**config.mk**
```make
export PLATFORM = sky130hd
export DESIGN_NAME = fvsm_ctrl
export DESIGN_NICKNAME = d
export VERILOG_FILES = /design/src/rtl/fvsm_pkg.sv /design/src/rtl/fvsm_ctrl.sv
export SDC_FILE = /design/constraint.sdc
export NUM_CORES = 1
export LEC_CHECK = 0
export ABC_AREA = 1
export BUFFER_PORTS_ARGS = -buffer_cell sky130_fd_sc_hd__buf_4
export CAP_MARGIN = 20
export CORE_AREA = 2 2 39 41
export CTS_CLUSTER_DIAMETER = 50
export CTS_CLUSTER_SIZE = 14
export DETAILED_ROUTE_END_ITERATION = 12
export DIE_AREA = 0 0 41 43
export PLACE_DENSITY_LB_ADDON = 0.15
export SLEW_MARGIN = 20
export SYNTH_ARGS = -nofsm -noshare
export SYNTH_HDL_FRONTEND = slang
export SYNTH_SLANG_ARGS = --single-unit
```
**constraint.sdc**
```tcl
create_clock -name clock -period 2.19 [get_ports clock]
set_input_delay 0.3285 -clock clock [delete_from_list [all_inputs] [get_ports clock]]
set_output_delay 0.3285 -clock clock [all_outputs]
set_load 0.01 [all_outputs]
```
**src/rtl/fvsm_pkg.sv**
```systemverilog
// ---------------------------------------------------------------------------
// fvsm_pkg
// Types, sizes and codes shared by the sample mixer core.
// ---------------------------------------------------------------------------
`default_nettype none

package fvsm_pkg;

   // voice slots: a power of two
   localparam int VOICES_LOG2 = 2;
   localparam int VOICES      = 1 << VOICES_LOG2;
   localparam int VIDX_W      = (VOICES_LOG2 > 0) ? VOICES_LOG2 : 1;

   // sample store: a power of two
   localparam int STORE_AW    = 16;
   localparam int STORE_DEPTH = 1 << STORE_AW;

   // field widths
   localparam int CMD_W    = 2;
   localparam int ADDR_W   = 16;
   localparam int SAMPLE_W = 8;
   localparam int LEN_W    = 17;
   localparam int VOL_W    = 9;
   localparam int OUT_W    = 8;
   localparam int MASK_W   = 4;

   // start + position, wide enough not to lose the carry
   localparam int PTR_W = (STORE_AW > LEN_W + 1) ? STORE_AW : LEN_W + 1;

   // mix arithmetic
   localparam int SUM_W    = SAMPLE_W + VOICES_LOG2;
   localparam int PROD_W   = SUM_W + VOL_W + 1;
   localparam int GAIN     = 120;
   localparam int GAIN_W   = 7;
   localparam int SCALED_W = PROD_W + GAIN_W;
   // divisor 128 * VOICES * 256
   localparam int SHIFT    = 7 + 8 + VOICES_LOG2;

   localparam logic [VOL_W-1:0] VOL_RESET = VOL_W'(256);
   localparam logic signed [SCALED_W-1:0] ROUND_BIAS =
      SCALED_W'((64'd1 << SHIFT) - 64'd1);

   // command codes
   localparam logic [CMD_W-1:0] CMD_WRITE = 2'd0;
   localparam logic [CMD_W-1:0] CMD_PLAY  = 2'd1;
   localparam logic [CMD_W-1:0] CMD_TICK  = 2'd2;

   typedef struct packed {
      logic [CMD_W-1:0]           command;
      logic [ADDR_W-1:0]          address;
      logic signed [SAMPLE_W-1:0] sample_value;
      logic [LEN_W-1:0]           clip_length;
   } fvsm_req_type;

   typedef struct packed {
      logic [OUT_W-1:0]  sample_out;
      logic [MASK_W-1:0] active_mask;
   } fvsm_rsp_type;

   typedef struct packed {
      logic              store_write;
      logic              req_latch;
      logic              sum_clear;
      logic              scan_step;
      logic              play_commit;
      logic              tick_read;
      logic              scale_mul;
      logic              scale_gain;
      logic              rsp_load;
      logic [VIDX_W-1:0] voice_idx;
   } fvsm_cmd_type;

   typedef struct packed {
      logic req_write;
      logic req_play;
      logic req_tick;
      logic rsp_blocked;
   } fvsm_status_type;

endpackage

`default_nettype wire

```
**src/rtl/fvsm_ctrl.sv**
```systemverilog
// ---------------------------------------------------------------------------
// fvsm_ctrl
// Sequencer: takes a beat, walks the voice slots and steps the mix scaling.
// ---------------------------------------------------------------------------
`default_nettype none

module fvsm_ctrl (
   input  logic                      clock,
   input  logic                      reset,
   input  logic                      req_valid,
   output logic                      req_stall,
   input  fvsm_pkg::fvsm_status_type status,
   output fvsm_pkg::fvsm_cmd_type    cmd
);

   import fvsm_pkg::*;

   typedef enum logic [2:0] {
      ST_IDLE,
      ST_PLAY_SCAN,
      ST_PLAY_COMMIT,
      ST_TICK_READ,
      ST_TICK_DRAIN,
      ST_SCALE_MUL,
      ST_SCALE_GAIN,
      ST_ROUND
   } state_type;

   localparam logic [VIDX_W-1:0] LAST_IDX = VIDX_W'(VOICES - 1);

   state_type         state_ff, state_in;
   logic              stall_ff;
   logic [VIDX_W-1:0] idx_ff, idx_in;
   logic              accept;

   assign accept = req_valid & ~stall_ff;

   always_comb begin
      state_in = state_ff;
      idx_in   = idx_ff;
      cmd      = '0;
      cmd.voice_idx = idx_ff;
      unique case (state_ff)
         ST_IDLE: begin
            if (accept) begin
               if (status.req_write) begin
                  cmd.store_write = 1'b1;
               end else if (status.req_play) begin
                  cmd.req_latch = 1'b1;
                  idx_in        = '0;
                  state_in      = ST_PLAY_SCAN;
               end else if (status.req_tick) begin
                  cmd.sum_clear = 1'b1;
                  idx_in        = '0;
                  state_in      = ST_TICK_READ;
               end
            end
         end
         ST_PLAY_SCAN: begin
            cmd.scan_step = 1'b1;
            if (idx_ff == LAST_IDX) begin
               state_in = ST_PLAY_COMMIT;
            end else begin
               idx_in = idx_ff + VIDX_W'(1);
            end
         end
         ST_PLAY_COMMIT: begin
            cmd.play_commit = 1'b1;
            state_in        = ST_IDLE;
         end
         ST_TICK_READ: begin
            cmd.tick_read = 1'b1;
            if (idx_ff == LAST_IDX) begin
               state_in = ST_TICK_DRAIN;
            end else begin
               idx_in = idx_ff + VIDX_W'(1);
            end
         end
         ST_TICK_DRAIN: begin
            state_in = ST_SCALE_MUL;
         end
         ST_SCALE_MUL: begin
            cmd.scale_mul = 1'b1;
            state_in      = ST_SCALE_GAIN;
         end
         ST_SCALE_GAIN: begin
            cmd.scale_gain = 1'b1;
            state_in       = ST_ROUND;
         end
         ST_ROUND: begin
            if (!status.rsp_blocked) begin
               cmd.rsp_load = 1'b1;
               state_in     = ST_IDLE;
            end
         end
         default: begin
            state_in = ST_IDLE;
         end
      endcase
   end

   always_ff @(posedge clock) begin
      if (reset) begin
         state_ff <= ST_IDLE;
         stall_ff <= 1'b0;
         idx_ff   <= '0;
      end else begin
         state_ff <= state_in;
         stall_ff <= (state_in != ST_IDLE);
         idx_ff   <= idx_in;
      end
   end

   assign req_stall = stall_ff;

endmodule

`default_nettype wire

```
==> results by group, run 1 <==
Outcome
  • Status: completed

Worst setup path
  • Worst R2R Start: state_ff[2]
  • Critical Path Start Type: flop
  • Reg2reg end: req_stall
  • Worst Setup Path Type: flop to output pin
  • Worst-path maximum fanout: 6
  • Worst EP required: 1.86 ns
  • R2R depth: 10
  • Nature of the critical path endpoint: output pin
  • R2r setup slk: 0.95 ns
  • Arrival time at the worst endpoint: 1.37 ns

Power and ir drop
  • Leak Pwr: 0.415 nW
  • Peak VDD IR: 0.247 mV
  • PwrDens: 516 nW/um^2

Drt
  • Via Count: 506
  • Pre-antenna DRT Iters: 4
  • DRC viols: 0
  • Number of vias per cell: 4.32
  • WL/cell: 7.91 microns
  • Routed Antenna Nets: 0
  • 1st-iter DRT viols: 5
  • Routed WL: 926 microns

Layout
  • Most frequent cells in the layout: nand2_1 (21), inv_1 (18), buf_4 (18), nor2_1 (10), nand3_1 (10)
  • Commonest non-fill, non-tap cell in the layout: nand2_1
  • NumNets Final: 111
  • Share of post-route cells with drive strength above 1: 28.7%
  • Diodes inserted: 0
  • Finished Cell Area: 628 sq um
  • FILL cells: 152
  • Final std cells w/o fill: 117
  • Syn-to-layout area delta: 37.2%

Timing
  • Final min period: 1.70 ns
  • Fmax achieved: 587 MHz
  • Rel. slew slack: 78.3%
  • Clock skew: 0.000792 ns
  • Hold violation count in the final report: 0
  • Final setup TNS: 0 ns
  • Worst Setup Slack, final: 0.487 ns
  • Unrepaired setup endpoints after global routing: no
  • Period utilization: 77.8%
  • Slew @ Worst Pin: 0.324 ns
  • Slew Limit Fails: 0
  • # setup viols final: 0

Global route
  • Vias in the first global route: 381
  • Largest net degree at the start of global routing: 9
  • Initial antenna violation count: 0
  • Grt ovf: 0
  • First-pass GRT wire length: 1.52 mm
  • Gr usage total: 12.6%

Placement
  • Placed cell areas: 606 sq um
  • Dpl ws: 0.762 ns
  • Placed wire-length estimate: 789 microns
  • Placed cell count: 114
  • Number of port buffers: 18
  • Gp weighted congestion: 0.713

Worst hold path
  • Hold endpoint: idx_ff[1]
  • Hold Path Stages: 4
  • Hold Crit Start: reset
  • Class of the worst hold path: input pin to flop

Clocking
  • # H-tree levels: 1
  • Post-cts sizing count: 0
  • Setup bufs post-CTS: 0
  • Hold buffer count at CTS: 0
  • Clock slew at reported path FFs: 0.04 ns
  • CTS tree: yes
  • Total CTS buffers: 3
  • Worst-Skew Late Latency: 0.24 ns
  • Root buffer cell: clkbuf_4
  • # clock sinks: 6
  • Worst-case clock buffer depth: 2

Logic synthesis
  • Syn Std Cell Area: 458 sq um
  • Seq cells post-synth: 6
  • Post-synthesis sequential area ratio: 26.2%
  • Syn nets: 89
  • Syn avg cell area: 5.65 sq um
  • Synth cell types: 17
  • Cell count after synthesis: 81
  • YS warnings: 0

Floorplan
  • Die footprint: 1760 sq um
  • Ports: 19
  • Die height: 43 microns
  • Die width: 41 microns
  • FP Rows: 14
  • Core footprint: 1380 sq um
  • Starting Density: 33.1%

Run
  • Max-cap violations: 0
==> synth_stat cells <==
master	instances	area share [%]
nor3_1	1	1.1
a21oi_2	1	1.9
nor2_2	3	4.1
clkinv_1	1	0.82
dfxtp_1	6	26
or2_0	1	1.4
nor4_1	1	1.4
buf_4	1	1.6
ha_1	1	2.7
nand2_1	21	17
inv_2	2	1.6
a21oi_1	2	2.2
nor2_1	10	8.2
nand3_1	10	11
nor2_4	1	2.5
inv_1	18	15
nand2_2	1	1.4
==> layer usage <==
layer | GRT usage [%] | vias up | share of wire (%)
li1 | - | 281 | -
met1 | 18.6 | 211 | 47
met2 | 16.6 | 14 | 46
met3 | 1.57 | 0 | 7.5
met4 | 8.00 | 0 | 0
met5 | 0 | - | 0
==> metrics by stage <==
step	power, mW	utilization, %	hold slack [ns]
2_1_floorplan	0.189	-	0.520
3_3_place_gp	0.227	43.8	0.501
3_5_place_dp	0.227	43.8	0.510
4_1_cts	0.329	45.4	0.380
5_1_grt	0.345	45.4	0.404
6_report	0.324	45.4	0.385
==> flip-flops by register name, summed over array words and instances (netlist names) <==
register	cells
idx_ff	2
req_stall	1
state_ff	3
==> cells by family after synthesis <==
kind of cell / synth area share, %
simple gates: 48.1
fa+ha+maj: 2.73
buf+inv: 18.9
compound gates: 4.10
flops: 26.2
==> final cells by class <==
| cell class | instances | area [sq um] | share of cell area (%) |
|---|---|---|---|
| clock buffers | 3 | 22.5 | 3.59 |
| multi-input cells | 53 | 251 | 40.0 |
| flip-flops and latches | 6 | 120 | 19.1 |
| repair buffers | 18 | 135 | 21.5 |
| well taps | 16 | 20.0 | 3.19 |
| inverters | 21 | 78.8 | 12.5 |
==> where the power goes <==
part	switching [mW]	internal, mW
Sequential	0.00999	0.120
Combinational	0.0512	0.0443
Clock	0.0372	0.0618
==> how the worst max path moves through the flow <==
stage	slack, ns	end	startpoint	depth (start not counted)
after CTS	0.50	cmd[10]	state_ff[0]	6
after global routing	0.36	cmd[10]	state_ff[0]	6
after floorplan	0.82	cmd[10]	state_ff[0]	5
after detailed placement	0.76	cmd[10]	state_ff[0]	6
after global placement	0.80	cmd[10]	state_ff[0]	6
final	0.49	cmd[10]	state_ff[0]	6
==> worst max-delay path: stages (launching register included) <==
cell and delay [ns]:
dfxtp_1 0.36, inv_2 0.11, nand2_1 0.08, nor2_2 0.14, inv_1 0.07, nor4_1 0.19
buf_4 0.17
Note: power is estimated with default switching activity, not from simulation.
==> run 2: changes to the inputs <==
--- a/config.mk
+++ b/config.mk
@@ -5,7 +5,7 @@
 export SDC_FILE = /design/constraint.sdc
 export NUM_CORES = 1
 export LEC_CHECK = 0
-export ABC_AREA = 1
+export ABC_AREA = 0
 export BUFFER_PORTS_ARGS = -buffer_cell sky130_fd_sc_hd__buf_4
 export CAP_MARGIN = 20
 export CORE_AREA = 2 2 39 41
==> constraint.sdc (replaced) <==
create_clock -name clock -period 1.4 [get_ports clock]
set_input_delay 0.21 -clock clock [delete_from_list [all_inputs] [get_ports clock]]
set_output_delay 0.21 -clock clock [all_outputs]
set_load 0.01 [all_outputs]
==> results by group, run 2 <==
Outcome
  • Status: finished, violations left
  • Failing checks: negative setup slack

Global route
  • Largest net degree at the start of global routing: 12
  • Grt ovf: 0
  • Vias in the first global route: 489
  • First-pass GRT wire length: 1.95 mm
  • Gr usage total: 16.6%
  • Initial antenna violation count: 0

Worst hold path
  • Hold Crit Start: reset
  • Hold Path Stages: 2
  • Hold endpoint: state_ff[1]
  • Class of the worst hold path: input pin to flop

Drt
  • Pre-antenna DRT Iters: 4
  • Number of vias per cell: 4.77
  • 1st-iter DRT viols: 5
  • DRC viols: 0
  • WL/cell: 12.0 microns
  • Routed Antenna Nets: 0
  • Routed WL: 1.31 mm
  • Via Count: 520

Power and ir drop
  • PwrDens: 620 nW/um^2
  • Power Total: 0.546 mW
  • Leak Pwr: 0.418 nW
  • Peak VDD IR: 0.403 mV

Timing
  • Period utilization: 139%
  • Slew @ Worst Pin: 0.246 ns
  • Unrepaired setup endpoints after global routing: yes
  • Worst Setup Slack, final: -0.553 ns
  • Rel. slew slack: 83.5%
  • Fmax achieved: 512 MHz
  • Worst hold margin: 0.174 ns
  • Clock skew: 0.00259 ns
  • Hold violation count in the final report: 0
  • # setup viols final: 8
  • Slew Limit Fails: 0
  • Final min period: 1.95 ns

Clocking
  • Root buffer cell: clkbuf_4
  • Clock slew at reported path FFs: 0.04 ns
  • CTS tree: yes
  • # clock sinks: 6
  • # H-tree levels: 1
  • Worst-case clock buffer depth: 2
  • Worst-Skew Late Latency: 0.24 ns
  • Total CTS buffers: 3

Logic synthesis
  • Synth top cells by count: dfxtp_1 (6), nand2b_1 (5), nor2_1 (5)
  • Seq cells post-synth: 6
  • YS warnings: 0
  • Top FF cell, synth: dfxtp_1
  • Post-synthesis sequential area ratio: 30.3%
  • Leading area contributor after synthesis: dfxtp_1
  • Syn nets: 57
  • Top-count cell post-synth: dfxtp_1
  • Synth cell types: 26
  • Syn avg cell area: 8.09 sq um
  • Fraction of registers with async set/reset: 0%
  • Syn Std Cell Area: 397 sq um
  • Largest cells by area after synthesis: dfxtp_1 (30%), nand2b_1 (7.9%), nor3_1 (5.0%)
  • Synth top area share: 30.3%
  • EDFF count, synth: 0
  • Cell count after synthesis: 49

Layout
  • FILL cells: 111
  • Diodes inserted: 0
  • Max reg flops: 3
  • NumNets Final: 103
  • Most frequent cells in the layout: buf_4 (29), buf_6 (14), nand2b_1 (4)
  • Biggest register: state_ff
  • Final std cells w/o fill: 109
  • Commonest non-fill, non-tap cell in the layout: buf_4
  • Share of post-route cells with drive strength above 1: 71.0%
  • Syn-to-layout area delta: 122%
  • Finished Cell Area: 881 sq um

Worst setup path
  • Worst R2R Start: state_ff[0]
  • Worst-path maximum fanout: 2
  • R2R depth: 5
  • R2r setup slk: -0.39 ns
  • Setup crit start: state_ff[0]
  • Nature of the critical path endpoint: output pin
  • Arrival time at the worst endpoint: 1.74 ns
  • Worst Setup Path Type: flop to output pin
  • Reg2reg end: req_stall
  • CP cell instances: or4b_4, or4_4, inv_2, buf_6
  • Slowest stage delay, CP: 0.54 ns
  • Worst EP required: 1.19 ns
  • Cell family contributing the most delay on the critical path: simple AND/OR/NAND/NOR gates
  • Critical Path Start Type: flop
  • CP bufs+invs: 2
  • Max stage delay cell, worst path: or4b_4

Placement
  • Placed cell areas: 681 sq um
  • Gp weighted congestion: 0.716
  • Placed cell count: 98
  • Placed wire-length estimate: 922 microns
  • Dpl ws: -0.312 ns
  • Number of port buffers: 18

Floorplan
  • Ports: 19
  • Die footprint: 1760 sq um
  • Core footprint: 1380 sq um
  • FP Rows: 14
  • Die width: 41 microns
  • Starting Density: 28.7%
  • Die height: 43 microns

Run
  • Max-cap violations: 0
run 2: changes by cell type after synthesis, moves of 5 or more:
cell and delta:
nand3_1 -10, inv_1 -14, nand2b_1 +5, nand2_1 -19, nor2_1 -5
run 2: timing repair:
| item | 4_1_cts | 5_1_grt |
|---|---|---|
| hold endpoints to repair | 0 | 0 |
| pin swaps | 5 | 9 |
| gates resized for setup | 19 | 17 |
| hold buffers | 0 | 0 |
| buffers inserted | 5 | 5 |
| setup endpoints to repair | 13 | 12 |
run 2: cell type report:
cell class	count	area, sq um	share of cell area (%)
timing repair buffer	43	375	42.6
multi-input combinational	37	314	35.7
sequential	6	126	14.3
clock buffer	3	22.5	2.56
inverter	4	22.5	2.56
tap	16	20.0	2.27
run 2: worst reg2reg max path: cells and delay by family (launching register included):
family,cells,cell delay [ns]
AND/OR/NAND/NOR,3,1.15
flip-flops,1,0.31
buffers and inverters,1,0.15
AO/OA/AOI/OAI,1,0.13
run 2: cells by family (layout without fill, tap and decap cells):
family,count (synthesis),after routing,synth area share [%]
simple gates,26,26,41.3
compound gates,9,9,17.4
flops,6,6,30.3
buf+inv,6,50,5.68
fa+ha+maj,1,1,3.15
xor+xnor,1,1,2.21
run 2: where the power goes:
| group | internal [mW] | switching (mW) | total (mW) |
|---|---|---|---|
| Combinational | 0.124 | 0.0824 | 0.206 |
| Sequential | 0.181 | 0.00549 | 0.186 |
| Clock | 0.0966 | 0.0572 | 0.154 |
run 2: worst max path at each step:
stage	slack, ns	to	depth (start not counted)
finish	-0.55	cmd[8]	4
detailed placement	-0.31	cmd[8]	4
CTS	-0.55	cmd[8]	4
global placement	-0.30	idx_ff[1]	5
floorplan	-0.25	cmd[8]	3
global route	-0.61	cmd[8]	4
run 2: per-layer routing:
metal / up-vias / share of wire, % / GRT usage (%)
met3: 4 / 3.4 / 5.24
met5: - / 0 / 0
met4: 0 / 2.2 / 10.7
met1: 236 / 41 / 18.0
li1: 266 / - / -
met2: 14 / 53 / 25.9
run 2: metrics by stage:
stage | setup TNS, ns | utilization [%]
final | -2.53 | 63.7
after global routing | -3.11 | 63.7
after CTS | -2.84 | 58.1
after detailed placement | -1.86 | 49.2
after global placement | -1.85 | 49.2
after floorplan | -0.993 | -
